File: src/rtl/rbs_pkg.sv
// Shared constants, codes and helper functions for the random backend selector.
`timescale 1ns / 1ps

package rbs_pkg;

    localparam int MAX_SERVERS_DEF = 16;
    localparam int LFSR_W          = 16;
    localparam int ID_W            = 6;
    localparam int MASK_W          = 64;
    localparam int MODE_W          = 2;
    localparam int STATUS_W        = 3;
    localparam int COUNT_OUT_W     = 5;

    localparam logic [LFSR_W-1:0] SEED_DEFAULT = 16'hACE1;
    localparam logic [LFSR_W-1:0] LFSR_TAPS    = 16'hB400;

    localparam logic [MODE_W-1:0] MODE_ADD    = 2'd0;
    localparam logic [MODE_W-1:0] MODE_DEL    = 2'd1;
    localparam logic [MODE_W-1:0] MODE_SEL    = 2'd2;
    localparam logic [MODE_W-1:0] MODE_UNUSED = 2'd3;

    localparam logic [STATUS_W-1:0] ST_OK         = 3'd0;
    localparam logic [STATUS_W-1:0] ST_FULL       = 3'd1;
    localparam logic [STATUS_W-1:0] ST_NOT_FOUND  = 3'd2;
    localparam logic [STATUS_W-1:0] ST_EMPTY      = 3'd3;
    localparam logic [STATUS_W-1:0] ST_NONE_READY = 3'd4;

    // One Galois step: shift right, fold taps in when a one drops out.
    function automatic logic [LFSR_W-1:0] lfsr_step(input logic [LFSR_W-1:0] v);
        logic [LFSR_W-1:0] s;
        s = v >> 1;
        if (v[0]) begin
            s = s ^ LFSR_TAPS;
        end
        return s;
    endfunction

    // A zero seed would lock the generator.
    function automatic logic [LFSR_W-1:0] seed_value(input logic [LFSR_W-1:0] v);
        return (v == '0) ? SEED_DEFAULT : v;
    endfunction

endpackage

File: src/rtl/random_backend_selector.sv
// Top level: server table sequencer for add, delete and random select.
`timescale 1ns / 1ps

// Channel   Direction  Handshake                    Payload
// in        request    i_in_valid / o_in_ready      i_mode, i_server_id, i_ready_mask
// out       result     o_out_valid / i_out_ready    o_status, o_chosen_server, o_server_count
// cfg       write      i_lfsr_seed_we               i_lfsr_seed
//
// Add, unused mode and the empty or full cases go straight to the done state and the output register.
// Delete reads and compares each entry in turn, then moves the last entry into the matching slot.
// Select makes up to count tries, each waiting on the bit-serial remainder unit and then
// checking the picked entry. One request at a time; the next is taken while a result waits.
// Synchronous active-low reset clears the count and loads the default seed.
// A stalled result holds the sequencer in its final state until taken.

module random_backend_selector #(
    parameter int MAX_SERVERS = rbs_pkg::MAX_SERVERS_DEF
) (
    input  logic                            i_clk,
    input  logic                            i_rst_n,
    input  logic                            i_lfsr_seed_we,
    input  logic [rbs_pkg::LFSR_W-1:0]      i_lfsr_seed,
    input  logic                            i_in_valid,
    output logic                            o_in_ready,
    input  logic [rbs_pkg::MODE_W-1:0]      i_mode,
    input  logic [rbs_pkg::ID_W-1:0]        i_server_id,
    input  logic [rbs_pkg::MASK_W-1:0]      i_ready_mask,
    output logic                            o_out_valid,
    input  logic                            i_out_ready,
    output logic [rbs_pkg::STATUS_W-1:0]    o_status,
    output logic [rbs_pkg::ID_W-1:0]        o_chosen_server,
    output logic [rbs_pkg::COUNT_OUT_W-1:0] o_server_count
);

    localparam int AW = (MAX_SERVERS > 1) ? $clog2(MAX_SERVERS) : 1;
    localparam int CW = $clog2(MAX_SERVERS + 1);

    typedef enum logic [6:0] {
        S_IDLE  = 7'b0000001,
        S_SCAN  = 7'b0000010,
        S_CMP   = 7'b0000100,
        S_MOVE  = 7'b0001000,
        S_MOD   = 7'b0010000,
        S_CHECK = 7'b0100000,
        S_DONE  = 7'b1000000
    } t_state;

    t_state                            r_state, n_state;
    logic [CW-1:0]                     r_count, n_count;
    logic [AW-1:0]                     r_idx, n_idx;
    logic [rbs_pkg::LFSR_W-1:0]        r_lfsr, n_lfsr;
    logic [rbs_pkg::ID_W-1:0]          r_id;
    logic [rbs_pkg::MASK_W-1:0]        r_mask;
    logic [rbs_pkg::STATUS_W-1:0]      r_res_status, n_res_status;
    logic [rbs_pkg::ID_W-1:0]          r_res_chosen, n_res_chosen;
    logic                              r_out_valid;
    logic [rbs_pkg::STATUS_W-1:0]      r_out_status;
    logic [rbs_pkg::ID_W-1:0]          r_out_chosen;
    logic [rbs_pkg::COUNT_OUT_W-1:0]   r_out_count;

    logic                              w_accept;
    logic                              w_load_out;
    logic                              w_last;
    logic [rbs_pkg::LFSR_W-1:0]        w_lfsr_next;
    logic                              w_tbl_we;
    logic [AW-1:0]                     w_tbl_waddr;
    logic [rbs_pkg::ID_W-1:0]          w_tbl_wdata;
    logic [AW-1:0]                     w_tbl_raddr;
    logic [rbs_pkg::ID_W-1:0]          w_tbl_rdata;
    logic                              w_div_start;
    logic                              w_div_done;
    logic [CW-1:0]                     w_div_rem;

    assign o_in_ready  = (r_state == S_IDLE);
    assign w_accept    = i_in_valid && o_in_ready;
    assign w_load_out  = (r_state == S_DONE) && (!r_out_valid || i_out_ready);
    assign w_lfsr_next = rbs_pkg::lfsr_step(r_lfsr);
    assign w_last      = ((CW'(r_idx) + CW'(1)) == r_count);

    rbs_table #(
        .DEPTH (MAX_SERVERS),
        .AW    (AW)
    ) u_table (
        .i_clk   (i_clk),
        .i_we    (w_tbl_we),
        .i_waddr (w_tbl_waddr),
        .i_wdata (w_tbl_wdata),
        .i_raddr (w_tbl_raddr),
        .o_rdata (w_tbl_rdata)
    );

    rbs_mod #(
        .CW (CW)
    ) u_mod (
        .i_clk      (i_clk),
        .i_rst_n    (i_rst_n),
        .i_start    (w_div_start),
        .i_dividend (w_lfsr_next),
        .i_divisor  (r_count),
        .o_done     (w_div_done),
        .o_rem      (w_div_rem)
    );

    always_comb begin
        n_state      = r_state;
        n_count      = r_count;
        n_idx        = r_idx;
        n_lfsr       = r_lfsr;
        n_res_status = r_res_status;
        n_res_chosen = r_res_chosen;
        w_tbl_we     = 1'b0;
        w_tbl_waddr  = r_idx;
        w_tbl_wdata  = w_tbl_rdata;
        w_tbl_raddr  = r_idx;
        w_div_start  = 1'b0;
        case (r_state)
            S_IDLE: begin
                if (w_accept) begin
                    n_res_chosen = '0;
                    n_res_status = rbs_pkg::ST_OK;
                    n_idx        = '0;
                    n_state      = S_DONE;
                    case (i_mode)
                        rbs_pkg::MODE_ADD: begin
                            if (r_count >= CW'(MAX_SERVERS)) begin
                                n_res_status = rbs_pkg::ST_FULL;
                            end else begin
                                w_tbl_we    = 1'b1;
                                w_tbl_waddr = AW'(r_count);
                                w_tbl_wdata = i_server_id;
                                n_count     = r_count + CW'(1);
                            end
                        end
                        rbs_pkg::MODE_DEL: begin
                            if (r_count == '0) begin
                                n_res_status = rbs_pkg::ST_NOT_FOUND;
                            end else begin
                                n_state = S_SCAN;
                            end
                        end
                        rbs_pkg::MODE_SEL: begin
                            if (r_count == '0) begin
                                n_res_status = rbs_pkg::ST_EMPTY;
                            end else begin
                                n_lfsr      = w_lfsr_next;
                                w_div_start = 1'b1;
                                n_state     = S_MOD;
                            end
                        end
                        default: begin
                            n_state = S_DONE;
                        end
                    endcase
                end
            end
            S_SCAN: begin
                w_tbl_raddr = r_idx;
                n_state     = S_CMP;
            end
            S_CMP: begin
                // fetch the last entry now in case this one matches
                w_tbl_raddr = AW'(r_count - CW'(1));
                if (w_tbl_rdata == r_id) begin
                    n_state = S_MOVE;
                end else if (w_last) begin
                    n_res_status = rbs_pkg::ST_NOT_FOUND;
                    n_state      = S_DONE;
                end else begin
                    n_idx   = r_idx + AW'(1);
                    n_state = S_SCAN;
                end
            end
            S_MOVE: begin
                w_tbl_we     = 1'b1;
                w_tbl_waddr  = r_idx;
                w_tbl_wdata  = w_tbl_rdata;
                n_count      = r_count - CW'(1);
                n_res_status = rbs_pkg::ST_OK;
                n_state      = S_DONE;
            end
            S_MOD: begin
                w_tbl_raddr = AW'(w_div_rem);
                if (w_div_done) begin
                    n_state = S_CHECK;
                end
            end
            S_CHECK: begin
                if (r_mask[w_tbl_rdata]) begin
                    n_res_status = rbs_pkg::ST_OK;
                    n_res_chosen = w_tbl_rdata;
                    n_state      = S_DONE;
                end else if (w_last) begin
                    n_res_status = rbs_pkg::ST_NONE_READY;
                    n_state      = S_DONE;
                end else begin
                    n_idx       = r_idx + AW'(1);
                    n_lfsr      = w_lfsr_next;
                    w_div_start = 1'b1;
                    n_state     = S_MOD;
                end
            end
            S_DONE: begin
                if (w_load_out) begin
                    n_state = S_IDLE;
                end
            end
            default: begin
                n_state = S_IDLE;
            end
        endcase
    end

    always_ff @(posedge i_clk) begin
        if (!i_rst_n) begin
            r_state     <= S_IDLE;
            r_count     <= '0;
            r_idx       <= '0;
            r_lfsr      <= rbs_pkg::SEED_DEFAULT;
            r_out_valid <= 1'b0;
        end else begin
            r_state <= n_state;
            r_count <= n_count;
            r_idx   <= n_idx;
            if (i_lfsr_seed_we) begin
                r_lfsr <= rbs_pkg::seed_value(i_lfsr_seed);
            end else begin
                r_lfsr <= n_lfsr;
            end
            if (w_load_out) begin
                r_out_valid <= 1'b1;
            end else if (i_out_ready) begin
                r_out_valid <= 1'b0;
            end
        end
    end

    always_ff @(posedge i_clk) begin
        if (w_accept) begin
            r_id   <= i_server_id;
            r_mask <= i_ready_mask;
        end
        r_res_status <= n_res_status;
        r_res_chosen <= n_res_chosen;
        if (w_load_out) begin
            r_out_status <= r_res_status;
            r_out_chosen <= r_res_chosen;
            r_out_count  <= rbs_pkg::COUNT_OUT_W'(r_count);
        end
    end

    assign o_out_valid     = r_out_valid;
    assign o_status        = r_out_status;
    assign o_chosen_server = r_out_chosen;
    assign o_server_count  = r_out_count;

`ifndef SYNTHESIS
    a_busy_after_accept: assert property (@(posedge i_clk) disable iff (!i_rst_n)
        w_accept |=> !o_in_ready)
        else $error("request accepted while previous one still in progress");

    a_count_bound: assert property (@(posedge i_clk) disable iff (!i_rst_n)
        r_count <= CW'(MAX_SERVERS))
        else $error("entry count beyond table depth");

    a_mod_done_state: assert property (@(posedge i_clk) disable iff (!i_rst_n)
        w_div_done |-> (r_state == S_MOD))
        else $error("remainder finished outside select sequence");

    a_try_bound: assert property (@(posedge i_clk) disable iff (!i_rst_n)
        (r_state == S_CHECK || r_state == S_CMP) |-> (CW'(r_idx) < r_count))
        else $error("walk index past entry count");
`endif

endmodule

File: src/rtl/rbs_table.sv
// Server id table: one write port, one registered read port.
`timescale 1ns / 1ps

module rbs_table #(
    parameter int DEPTH = rbs_pkg::MAX_SERVERS_DEF,
    parameter int AW    = (DEPTH > 1) ? $clog2(DEPTH) : 1
) (
    input  logic                     i_clk,
    input  logic                     i_we,
    input  logic [AW-1:0]            i_waddr,
    input  logic [rbs_pkg::ID_W-1:0] i_wdata,
    input  logic [AW-1:0]            i_raddr,
    output logic [rbs_pkg::ID_W-1:0] o_rdata
);

    logic [rbs_pkg::ID_W-1:0] r_mem [DEPTH];
    logic [rbs_pkg::ID_W-1:0] r_rdata;

    always_ff @(posedge i_clk) begin
        if (i_we) begin
            r_mem[i_waddr] <= i_wdata;
        end
        r_rdata <= r_mem[i_raddr];
    end

    assign o_rdata = r_rdata;

endmodule

File: src/rtl/rbs_mod.sv
// Iterative remainder unit: 16-bit value modulo a small count, one bit per cycle.
`timescale 1ns / 1ps

module rbs_mod #(
    parameter int CW = 5
) (
    input  logic                       i_clk,
    input  logic                       i_rst_n,
    input  logic                       i_start,
    input  logic [rbs_pkg::LFSR_W-1:0] i_dividend,
    input  logic [CW-1:0]              i_divisor,
    output logic                       o_done,
    output logic [CW-1:0]              o_rem
);

    localparam int NW = $clog2(rbs_pkg::LFSR_W);

    logic                       r_busy;
    logic                       r_done;
    logic [NW-1:0]              r_cnt;
    logic [rbs_pkg::LFSR_W-1:0] r_quo;
    logic [CW-1:0]              r_rem;
    logic [CW-1:0]              r_div;
    logic [CW:0]                w_trial;
    logic [CW:0]                w_next;

    // restoring step: shift in next dividend bit, subtract if it fits
    always_comb begin
        w_trial = {r_rem, r_quo[rbs_pkg::LFSR_W-1]};
        if (w_trial >= {1'b0, r_div}) begin
            w_next = w_trial - {1'b0, r_div};
        end else begin
            w_next = w_trial;
        end
    end

    always_ff @(posedge i_clk) begin
        if (!i_rst_n) begin
            r_busy <= 1'b0;
            r_done <= 1'b0;
            r_cnt  <= '0;
        end else begin
            r_done <= 1'b0;
            if (i_start) begin
                r_busy <= 1'b1;
                r_cnt  <= '0;
            end else if (r_busy) begin
                r_cnt <= r_cnt + NW'(1);
                if (r_cnt == NW'(rbs_pkg::LFSR_W - 1)) begin
                    r_busy <= 1'b0;
                    r_done <= 1'b1;
                end
            end
        end
    end

    always_ff @(posedge i_clk) begin
        if (i_start) begin
            r_quo <= i_dividend;
            r_rem <= '0;
            r_div <= i_divisor;
        end else if (r_busy) begin
            r_quo <= r_quo << 1;
            r_rem <= w_next[CW-1:0];
        end
    end

    assign o_done = r_done;
    assign o_rem  = r_rem;

endmodule

File: config.mk
export PLATFORM = sky130hd
export DESIGN_NAME = random_backend_selector
export DESIGN_NICKNAME = d
export VERILOG_FILES = /design/src/rtl/rbs_pkg.sv /design/src/rtl/random_backend_selector.sv /design/src/rtl/rbs_table.sv /design/src/rtl/rbs_mod.sv
export SDC_FILE = /design/constraint.sdc
export NUM_CORES = 1
export LEC_CHECK = 0
export ABC_AREA = 1
export BUFFER_PORTS_ARGS = -buffer_cell sky130_fd_sc_hd__buf_2
export CAP_MARGIN = 15
export CORE_ASPECT_RATIO = 1.4
export CORE_MARGIN = 1.5
export CORE_UTILIZATION = 50
export CTS_BUF_LIST = sky130_fd_sc_hd__clkbuf_4 sky130_fd_sc_hd__clkbuf_8
export DETAILED_ROUTE_END_ITERATION = 10
export PLACE_DENSITY = 0.8
export SLEW_MARGIN = 20
export SYNTH_ARGS = -nofsm -noshare
export SYNTH_HDL_FRONTEND = slang
export SYNTH_SLANG_ARGS = --single-unit
File: constraint.sdc
create_clock -name i_clk -period 4.9 [get_ports i_clk]
set_input_delay 0.49 -clock i_clk [delete_from_list [all_inputs] [get_ports i_clk]]
set_output_delay 0.49 -clock i_clk [all_outputs]
set_load 0.1 [all_outputs]
# ---- After elaboration in Yosys (flattened, before gate mapping)
# Memory sizes are Yosys's and may differ from the RTL's. A register that Yosys moved wholly into a read port is not among the register bits.
# Index checks and enable logic that the tools add are counted.
dict set report word_totals {
  regBits 158
  ram_bits 96
  in_bits 93
  wordCells 154
  n_memories 1
}
# name depth word_bits read_ports rd_ports_with_merged_regs write_ports line
set memory_table {}
lappend memory_table {u_table.r_mem 16 6 1 1 1 rbs_table.sv:16} ;# logic [rbs_pkg::ID_W-1:0] r_mem [DEPTH];
dict set report classes {
  n_addsub 6
  magnitude_cmp 3
  eq_ne 27
  muxes 74
  bitwise_logic 3
  reduce_logical 22
}
# operator count
set ops {}
lappend ops {{16-bit 2-to-1 mux} 10}
lappend ops {{7-bit 2-to-1 mux} 9}
lappend ops {{7-bit one-hot mux with 7 select lines} 1}
lappend ops {{6-bit 2-to-1 mux} 6}
lappend ops {{4-bit 2-to-1 mux} 8}
lappend ops {{16-bit one-hot mux with 2 select lines} 1}
lappend ops {{5-bit 2-to-1 mux} 4}
lappend ops {{1-bit 2-to-1 mux} 18}
lappend ops {{16-bit zero test} 1}
lappend ops {{3-bit 2-to-1 mux} 5}
lappend ops {{7-bit one-hot mux with 2 select lines} 1}
lappend ops {{2-bit inequality test, second input constant} 6}
lappend ops {{3-bit inequality test, second input constant} 4}
lappend ops {{3-bit one-hot mux with 4 select lines} 1}
lappend ops {{4-bit one-hot mux with 3 select lines} 1}
lappend ops {{6-bit one-hot mux with 2 select lines} 1}
lappend ops {{5-bit one-hot mux with 2 select lines} 1}
lappend ops {{4-bit by 1-bit adder with 4-bit output, second input constant} 2}
lappend ops {{4-bit one-hot mux with 2 select lines} 1}
lappend ops {{4-bit AND reduction} 2}
lappend ops {{2-bit nonzero test} 4}
lappend ops {{7-bit by 1-bit equality test with 1-bit output, second input constant} 1}
lappend ops {{7-bit by 2-bit equality test with 1-bit output, second input constant} 1}
lappend ops {{7-bit by 3-bit equality test with 1-bit output, second input constant} 1}
lappend ops {{36 further kinds} 45}

# ---- Logic depth before layout (Yosys ltp)
# Gate-level depths: netlist of the first run.
dict set report logic_depth {
  ltp_word 7
  depth_mapped 17
  depth_no_buf 14
}

# ---- Hierarchy
# A second synthesis of the first run with hierarchy kept.
dict set report hier_totals {
  cells_unflattened 1239
  area_unflattened_um2 11880.1
}
# module n_inst cells_each area_each_um2
set modules_own_cells {}
lappend modules_own_cells {random_backend_selector 1 640 5990.7}
lappend modules_own_cells {rbs_table 1 420 4327.9}
lappend modules_own_cells {rbs_mod 1 179 1561.5}

# ---- Worst setup path after synthesis of the first run
# Ideal clock, no wire load.
dict set report synth_path {
  kind {flip-flop to flip-flop}
  start {register r_state[2]}
  end {memory u_table.r_mem[12][0] (netlist name), enable pin}
  setup_time_ns 0.350
  arrival_time_ns 3.737
  required_ns 4.550
  setup_slack_ns 0.813
  stages_incl_launch_ff 11
  n_path_buf 1
  period_less_slack_ns 4.087
  path_cell_list {dfxtp_1 > inv_1 > nand2_2 > nor3_1 > nand2_1 > nor2_2 > nand3_2 > buf_2 > o21ai_0 > nand3_1 > nor2_1}
}
dict set report synth_between {
  elab_chain_cells 6
}
# element line
set synth_lines {}
lappend synth_lines {{start: declaration} random_backend_selector.sv:48} ;# t_state r_state, n_state;
lappend synth_lines {{start signal: assignment} random_backend_selector.sv:221} ;# r_state <= n_state;
lappend synth_lines {{7-bit by 1-bit equality test with 1-bit output} {random_backend_selector.sv:74, random_backend_selector.sv:116}}
lappend synth_lines {{1-bit logical AND} random_backend_selector.sv:75} ;# assign w_accept = i_in_valid && o_in_ready;
lappend synth_lines {{1-bit 2-to-1 mux} random_backend_selector.sv:118} ;# if (w_accept) begin
lappend synth_lines {{1-bit one-hot mux with 2 select lines} random_backend_selector.sv:116} ;# case (r_state)
lappend synth_lines {{1-bit 2-to-1 mux} rbs_table.sv:20} ;# if (i_we) begin
lappend synth_lines {{1-bit 2-to-1 mux (not written as such)} rbs_table.sv:21} ;# r_mem[i_waddr] <= i_wdata;
lappend synth_lines {{end: declaration} rbs_table.sv:16}
# Several ways; a longest one is shown, not always the timed one.

# ---- Worst setup path after layout of the first run
dict set report layout_path {
  start {register u_table.r_rdata, in the netlist u_table.o_rdata[1], read port of u_table.r_mem}
  end {register u_mod.r_quo[4] (netlist name), enable pin}
}
dict set report layout_between {
  elab_chain_cells 5
}
# element line
set layout_lines {}
lappend layout_lines {{start: declaration} rbs_table.sv:17} ;# logic [rbs_pkg::ID_W-1:0] r_rdata;
lappend layout_lines {{1-bit binary-select mux with 6-bit select} random_backend_selector.sv:188} ;# if (r_mask[w_tbl_rdata]) begin
lappend layout_lines {{1-bit 2-to-1 mux (not written as such)} random_backend_selector.sv:188}
lappend layout_lines {{1-bit 2-to-1 mux} random_backend_selector.sv:188}
lappend layout_lines {{1-bit one-hot mux with 2 select lines} random_backend_selector.sv:116}
lappend layout_lines {{2-bit nonzero test (no line)} n/a}
lappend layout_lines {{end signal: assignment} rbs_mod.sv:59} ;# r_quo <= i_dividend;
lappend layout_lines {{end signal: assignment} rbs_mod.sv:63} ;# r_quo <= r_quo << 1;
lappend layout_lines {{end: declaration} rbs_mod.sv:21} ;# logic [rbs_pkg::LFSR_W-1:0] r_quo;
# Every way passes these cells. The select of a mux whose other input is x is not followed.
# A chain may end at the register's enable or synchronous reset.

==> results_tabular.tex, run 1 <==
\begin{tabular}{lr}
\hline
Metric & Value \\
\hline
\multicolumn{2}{l}{\textbf{Logic synthesis}} \\
EDFF count, synth & 210 \\
Post-synthesis simple-gate area fraction & 0.210 \\
Post-synthesis instance area & 11500 µm² \\
Count of state elements after synthesis & 260 \\
Dominant register cell in the synthesized netlist & edfxtp\_1 \\
Synth Area per Inst & 10.2 µm² \\
Area leader, netlist & edfxtp\_1 \\
Net count of the mapped netlist & 1232 \\
Xor-xnor portion of the synthesized cell area & 0.0129 \\
Post-synthesis sequential area ratio & 0.635 \\
Synth warnings & 0 \\
Yosys cell types & 45 \\
Arithmetic-cell share of the synthesized area counting full adders, half adders and majority gates & 0.0159 \\
Largest family of logic cells by synthesized area & simple AND/OR/NAND/NOR gates \\
Share of cell area taken by muxes after synthesis & 0.00609 \\
Synth Area in Compound Gates & 0.0647 \\
Synth cell count leaders & nand2\_1 (252), edfxtp\_1 (210), nand3\_1 (131) \\
Share of flip-flops with an asynchronous set or reset & 0 \\
Largest cells by area after synthesis & edfxtp\_1 (55\%), dfxtp\_1 (8.7\%), nand2\_1 (8.2\%) \\
Yosys top cell area share & 0.548 \\
Library cell with the highest instance count after synthesis & nand2\_1 \\
Synth Instances & 1125 \\
\multicolumn{2}{l}{\textbf{Clock tree}} \\
H-Tree Level Count & 2 \\
Number of buffers added for setup after CTS & 0 \\
Clock insertion delay at the later pin of the skew report & 540 ps \\
Post-cts resize count & 0 \\
CTS Root Cell & clkbuf\_8 \\
Inserted Clock Buffers & 38 \\
Clock transition at the registers of the reported paths & 70 ps \\
Clk buf depth & 3 \\
Quantity of hold-fixing buffers added after cts & 0 \\
CTS sink cnt & 260 \\
CTS tree & built \\
\multicolumn{2}{l}{\textbf{Cells and area}} \\
Final layout net count & 1347 \\
Ratio of cells with drive above 1 in the final layout & 0.174 \\
Area Overhead vs Synth & 12.9\% \\
Diode count & 0 \\
\multicolumn{2}{l}{\textbf{Setup path}} \\
Register-to-register path setup slack & 1750 ps \\
Max Fanout on Critical Path & 32 \\
Critical path data arrival time & 3290 ps \\
Crit-path cells & inv\_2 > nand3\_1 > nand3\_1 > nand2\_1 > nand2\_1 > nand3\_1 > nand3\_1 > nand3\_1 > nand2\_2 > nand2\_4 > nand2\_1 \\
Crit Reg-Reg Startpoint & u\_table.o\_rdata[1] \\
Kind of end point of the critical path & register \\
CP required & 5040 ps \\
Critical Path Slowest Stage Cell & dfxtp\_1 \\
Most used cell, CP & nand3\_1 \\
Startpoint types & register \\
Kind of cell with the highest combined delay on the critical path & simple AND/OR/NAND/NOR gates \\
Slowest cell delay on critical path & 740 ps \\
Worst R2R Path Depth & 11 \\
Setup CP Type & reg2reg \\
Worst r2r dst & u\_mod.r\_quo[4] \\
Worst Path Buf+Inv & 1 \\
\multicolumn{2}{l}{\textbf{Routing}} \\
DRC viols & 0 \\
Count of vias placed by the detailed router & 8436 \\
Total length of routed met3 wires & 1.36 mm \\
Via density per instance & 5.38 \\
Mean routed wirelength per cell & 16.0 µm \\
Met2 layer wire length in the routed design & 12.9 mm \\
Number of iterations in the first detailed-routing pass & 5 \\
Top sig layer & met4 \\
Final routed wirelength across all metal layers & 25.1 mm \\
Number of violations reported at the end of detailed-routing iteration 0 & 888 \\
Routed metal-1 wire length & 9.60 mm \\
Antenna Nets Post-Route & 0 \\
\multicolumn{2}{l}{\textbf{Place}} \\
Post-detailed-placement half-perimeter wirelength & 17.5 mm \\
Quantity of I/O buffers inserted on ports & 108 \\
RD Place Congestion & 0.889 \\
\multicolumn{2}{l}{\textbf{Global route}} \\
First-pass GRT wire length & 40.0 mm \\
Pin count of the biggest net entering global routing & 73 \\
GRT Util Overall & 0.209 \\
Antenna violations before repair & 0 \\
Aggregate global routing overflow & 0 \\
Vias in the first global route & 8224 \\
\multicolumn{2}{l}{\textbf{Timing}} \\
Post-route setup TNS & 0 ps \\
Fmax achieved & 317 MHz \\
Time the worst path needs with I/O delays and setup & 3150 ps \\
Share of the clock period used by the worst path after layout & 0.643 \\
Hold Worst Slack & 117 ps \\
Number of endpoints with negative hold slack in the final report & 0 \\
Final setup violating endpoints & 0 \\
Slew at the pin closest to its max-slew limit & 1090 ps \\
Clock tree skew after final layout & 20.1 ps \\
Pins over their slew limit & 0 \\
RSZ-0062 raised after global routing & no \\
Max-slew headroom & 0.274 \\
\multicolumn{2}{l}{\textbf{Floorplanning}} \\
Starting density of the core & 0.509 \\
Die Footprint & 24000 µm² \\
Number of top-level design ports & 109 \\
Horiz. Die Dim & 131 µm \\
Die span in y & 183 µm \\
Total core area & 22600 µm² \\
Placement Rows & 65 \\
\multicolumn{2}{l}{\textbf{Power and ir drop}} \\
Maximum vdd drop & 0.000245 V \\
Areal power density over the cells & 473 nW/µm² \\
Leakage power summed over all cells & 5.27 nW \\
\multicolumn{2}{l}{\textbf{Min path}} \\
WHS Endpoint & r\_mask[27] \\
Type of the most critical hold path & in2reg \\
Number of cells on the worst hold path & 1 \\
Launch point of the worst hold path & i\_ready\_mask[27] \\
\multicolumn{2}{l}{\textbf{Run status}} \\
Run status & finished, final reports clean \\
\multicolumn{2}{l}{\textbf{Run}} \\
Number of max-cap violations & 0 \\
\hline
\end{tabular}
-- layout make-up --
cell class                 instances  area (µm²)
inverter                         100         378
sequential                       260        7310
clock inverter                    13        75.1
clock buffer                      55         651
timing repair buffer             122         646
tap                              301         377
multi-input combinational        718        3570
fill                            1876        9610
-- power breakdown --
part,internal [W],switching [W],total (W)
Clock,0.000862,0.000798,0.00166
Combinational,0.000490,0.00108,0.00157
Sequential,0.00275,0.000174,0.00292
-- placed cells by master, fill, tap and decap left out, drive strengths merged, types with 3 or more instances in the layout --
| cell type | synthesis | routed |
|---|---|---|
| nor3b | 3 | 3 |
| clkinv | 3 | 14 |
| o22ai | 3 | 3 |
| o211ai | 31 | 31 |
| buf | 38 | 122 |
| xor2 | 11 | 11 |
| a21oi | 43 | 43 |
| nand3 | 132 | 132 |
| ha | 13 | 13 |
| nor4 | 7 | 7 |
| o21ai | 45 | 45 |
| nor3 | 8 | 8 |
| inv | 97 | 98 |
| mux2i | 7 | 7 |
| clkbuf | 9 | 55 |
| edfxtp | 210 | 210 |
| xnor2 | 6 | 6 |
| nor2 | 130 | 130 |
| dfxtp | 50 | 50 |
| or2 | 10 | 10 |
| nand4 | 5 | 5 |
| nand2 | 259 | 259 |
-- sequential cells by signal (all words and copies together), names as in the netlist --
register         count
o_out_valid          1
u_mod.r_cnt          4
u_table.r_mem       96
r_mask              64
r_count              5
r_res_status         3
o_chosen_server      6
r_id                 6
u_mod.o_rem          5
r_res_chosen         6
r_idx                4
u_table.o_rdata      6
r_lfsr              16
u_mod.r_busy         1
r_state              7
o_server_count       5
u_mod.r_quo         16
u_mod.r_div          5
o_status             3
u_mod.o_done         1
-- through the flow --
step / worst slack, ps / cell area (µm²) / util / cells / total power (W)
3_3_place_gp: 1840 / 12300 / 0.543 / 1501 / 0.00447
2_1_floorplan: 813 / 11500 / - / 1125 / 0.00408
5_1_grt: 1520 / 13000 / 0.575 / 1569 / 0.00647
6_report: 1750 / 13000 / 0.575 / 1569 / 0.00616
4_1_cts: 1770 / 13000 / 0.575 / 1569 / 0.00618
3_5_place_dp: 1770 / 12300 / 0.543 / 1501 / 0.00452
-- how the worst max path moves through the flow --
stage	startpoint	to	slack (ps)	cells after the start
after CTS	r_state[2]	u_mod.r_quo[4]	1770	10
after global placement	r_state[5]	u_mod.r_quo[13]	1840	10
final	u_table.o_rdata[1]	u_mod.r_quo[4]	1750	11
after floorplan	r_state[2]	u_table.r_mem[12][0]	810	10
after detailed placement	r_state[2]	u_mod.r_quo[14]	1770	10
after global routing	r_state[2]	u_mod.r_quo[4]	1520	10
-- logic make-up after synthesis --
family / Yosys count
AND/OR/NAND/NOR: 556
adder cells (fa/ha/maj): 14
buffers and inverters: 147
AO/OA/AOI/OAI: 124
multiplexers: 7
XOR/XNOR: 17
flip-flops: 260
-- metal layers --
layer  track usage  up-vias
met3        0.0294       95
met1         0.236     3924
met5             0        -
met2         0.381      346
li1              -     4071
met4         0.118        0
Note: power is estimated with default switching activity, not from simulation.
==> inputs of run 2 (changes only) <==
--- a/config.mk
+++ b/config.mk
@@ -13,7 +13,7 @@
 export CORE_UTILIZATION = 50
 export CTS_BUF_LIST = sky130_fd_sc_hd__clkbuf_4 sky130_fd_sc_hd__clkbuf_8
 export DETAILED_ROUTE_END_ITERATION = 10
-export PLACE_DENSITY = 0.8
+export PLACE_DENSITY = 0.83
 export SLEW_MARGIN = 20
 export SYNTH_ARGS = -nofsm -noshare
 export SYNTH_HDL_FRONTEND = slang
==> constraint.sdc (replaced) <==
create_clock -name i_clk -period 2.85 [get_ports i_clk]
set_input_delay 0.285 -clock i_clk [delete_from_list [all_inputs] [get_ports i_clk]]
set_output_delay 0.285 -clock i_clk [all_outputs]
set_load 0.1 [all_outputs]
==> run 2 against run 1 <==
Against the previous run:
- count of clock-buffer cells in the layout up 2
- worst hold slack worse by 27 ps
- sequential power up 70%
- largest cell class unchanged
==> results_tabular.tex, run 2 (same netlist as run 1, synthesis figures left out) <==
\begin{tabular}{lr}
\hline
Metric & Value \\
\hline
\multicolumn{2}{l}{\textbf{Timing}} \\
Fmax achieved & 367 MHz \\
Slew at the pin closest to its max-slew limit & 918 ps \\
Share of the clock period used by the worst path after layout & 0.955 \\
Number of endpoints with negative hold slack in the final report & 0 \\
Pins over their slew limit & 0 \\
Time the worst path needs with I/O delays and setup & 2720 ps \\
Clock tree skew after final layout & 27.5 ps \\
RSZ-0062 raised after global routing & yes \\
Hold Worst Slack & 89.5 ps \\
Final setup violating endpoints & 0 \\
Max-slew headroom & 0.388 \\
Post-layout worst setup margin & 128 ps \\
\multicolumn{2}{l}{\textbf{Setup path}} \\
Slowest cell delay on critical path & 400 ps \\
Kind of end point of the critical path & register \\
Crit-path cells & inv\_2 > nand3\_1 > nand3\_1 > nand2\_1 > nand2\_1 > nand3\_1 > nand3\_1 > nand3\_1 > nand2\_2 > nand2\_4 > inv\_2 > nand2\_1 > nand2\_1 \\
CP required & 3230 ps \\
Most used cell, CP & nand3\_1 \\
Startpoint types & register \\
Critical path data arrival time & 3110 ps \\
Critical Path Slowest Stage Cell & inv\_2 \\
Setup CP Type & reg2reg \\
Max Fanout on Critical Path & 25 \\
\multicolumn{2}{l}{\textbf{Clock tree}} \\
Clk buf depth & 3 \\
Clock insertion delay at the later pin of the skew report & 540 ps \\
CTS sink cnt & 260 \\
Clock transition at the registers of the reported paths & 60 ps \\
CTS Root Cell & clkbuf\_8 \\
Number of buffers added for setup after CTS & 0 \\
Inserted Clock Buffers & 38 \\
H-Tree Level Count & 2 \\
CTS tree & built \\
\multicolumn{2}{l}{\textbf{Power and ir drop}} \\
Share of total power in combinational logic & 0.294 \\
Maximum vdd drop & 0.000519 V \\
Internal power contribution & 0.00731 W \\
Clock Power Share & 0.265 \\
Part of the total power dissipated in sequential elements & 0.441 \\
Sw frac & 0.349 \\
Switching Power & 0.00392 W \\
Areal power density over the cells & 794 nW/µm² \\
Leakage power summed over all cells & 5.66 nW \\
\multicolumn{2}{l}{\textbf{Run}} \\
Number of max-cap violations & 0 \\
\multicolumn{2}{l}{\textbf{Cells and area}} \\
Registers with the most flip-flops & u\_table.r\_mem x96, r\_mask x64 \\
Flip-flop count of the largest register, all copies and words added & 96 \\
Area Overhead vs Synth & 22.8\% \\
Final layout net count & 1424 \\
Largest register by flop count & u\_table.r\_mem \\
Ratio of cells with drive above 1 in the final layout & 0.210 \\
Final core area utilization & 0.625 \\
Leading cell type in the layout, fill and taps excluded & nand2\_1 \\
Most frequent cells in the layout & nand2\_1 (245), edfxtp\_1 (210), nand3\_1 (128) \\
Number of cells in the finished layout apart from fillers & 1644 \\
\multicolumn{2}{l}{\textbf{Global route}} \\
GRT Util Overall & 0.249 \\
Met3 Track Usage GR & 0.0339 \\
GR Util met1 & 0.265 \\
Pin count of the biggest net entering global routing & 73 \\
Antenna violations before repair & 2 \\
Layer with the highest usage & met2 \\
Routing usage on met2 & 0.468 \\
First-pass GRT wire length & 46.9 mm \\
Aggregate global routing overflow & 0 \\
Vias in the first global route & 9136 \\
\multicolumn{2}{l}{\textbf{Floorplanning}} \\
Placement Rows & 65 \\
Total core area & 22600 µm² \\
Die span in y & 183 µm \\
Die Footprint & 24000 µm² \\
Starting density of the core & 0.509 \\
Number of top-level design ports & 109 \\
Horiz. Die Dim & 131 µm \\
\multicolumn{2}{l}{\textbf{Place}} \\
Post-detailed-placement half-perimeter wirelength & 18.1 mm \\
RD Place Congestion & 0.902 \\
Placed instance count & 1508 \\
Setup Slack @ Placement & 322 ps \\
Quantity of I/O buffers inserted on ports & 108 \\
\multicolumn{2}{l}{\textbf{Routing}} \\
Antenna Nets Post-Route & 0 \\
Via density per instance & 5.57 \\
Mean routed wirelength per cell & 18.4 µm \\
Number of iterations in the first detailed-routing pass & 8 \\
Count of vias placed by the detailed router & 9151 \\
DRC viols & 0 \\
Final routed wirelength across all metal layers & 30.3 mm \\
Number of violations reported at the end of detailed-routing iteration 0 & 880 \\
\multicolumn{2}{l}{\textbf{Min path}} \\
Type of the most critical hold path & in2reg \\
\multicolumn{2}{l}{\textbf{Run status}} \\
Run status & finished, final reports clean \\
\hline
\end{tabular}
## run 2: routing by layer
metal | part of all wire | vias up
met3 | 0.071 | 136
met1 | 0.34 | 4254
met5 | 0 | -
met2 | 0.54 | 527
met4 | 0.056 | 0
li1 | - | 4234
## run 2: power groups by stage
stage | clock [W] | combinational [W] | sequential (W)
2_1_floorplan | 0 | 0.00221 | 0.00498
6_report | 0.00297 | 0.00330 | 0.00495
3_3_place_gp | 0 | 0.00295 | 0.00497
3_5_place_dp | 0 | 0.00306 | 0.00500
5_1_grt | 0.00315 | 0.00356 | 0.00497
4_1_cts | 0.00297 | 0.00316 | 0.00492
## run 2: final cells by class
cell class | count | area (µm²)
fillers | 1611 | 8480
inverters | 100 | 380
well taps | 301 | 377
clock inverters | 7 | 35.0
multi-input cells | 718 | 3880
diodes | 2 | 5.00
repair buffers | 199 | 1430
flip-flops and latches | 260 | 7310
clock buffers | 57 | 716
## run 2: what timing repair did
| item | CTS | global route |
|---|---|---|
| resized for setup | 0 | 2 |
| endpoints found under the setup margin | 0 | 20 |
| endpoints found under the hold margin | 70 | 0 |
| hold buffers | 70 | 0 |
## run 2: per-stage QoR
step                setup TNS [ps]  instance area (µm²)  total power [W]
floorplan                   -33970                11800          0.00719
global placement                 0                12700          0.00792
detailed placement               0                12700          0.00806
CTS                              0                14100           0.0110
global route                  -147                14100           0.0117
finish                           0                14100           0.0112
## run 2: path summary, 6_finish.rpt
| path | startpoint | to | slack (ps) | cells after the start |
|---|---|---|---|---|
| setup / recovery | u_table.o_rdata[1] | u_mod.r_quo[14] | 130 | 13 |
| setup reg to reg | u_table.o_rdata[1] | u_mod.r_quo[14] | 130 | 13 |
| hold / removal | i_out_ready | r_state[6] | 90 | 4 |
| hold reg to reg | r_res_chosen[4] | o_chosen_server[4] | 410 | 0 |
## run 2: worst max-delay path: cells and delay by family, from the launching register on
kind	cells	cell delay, ps
buffers and inverters	2	770
flip-flops	1	320
AND/OR/NAND/NOR	11	1490
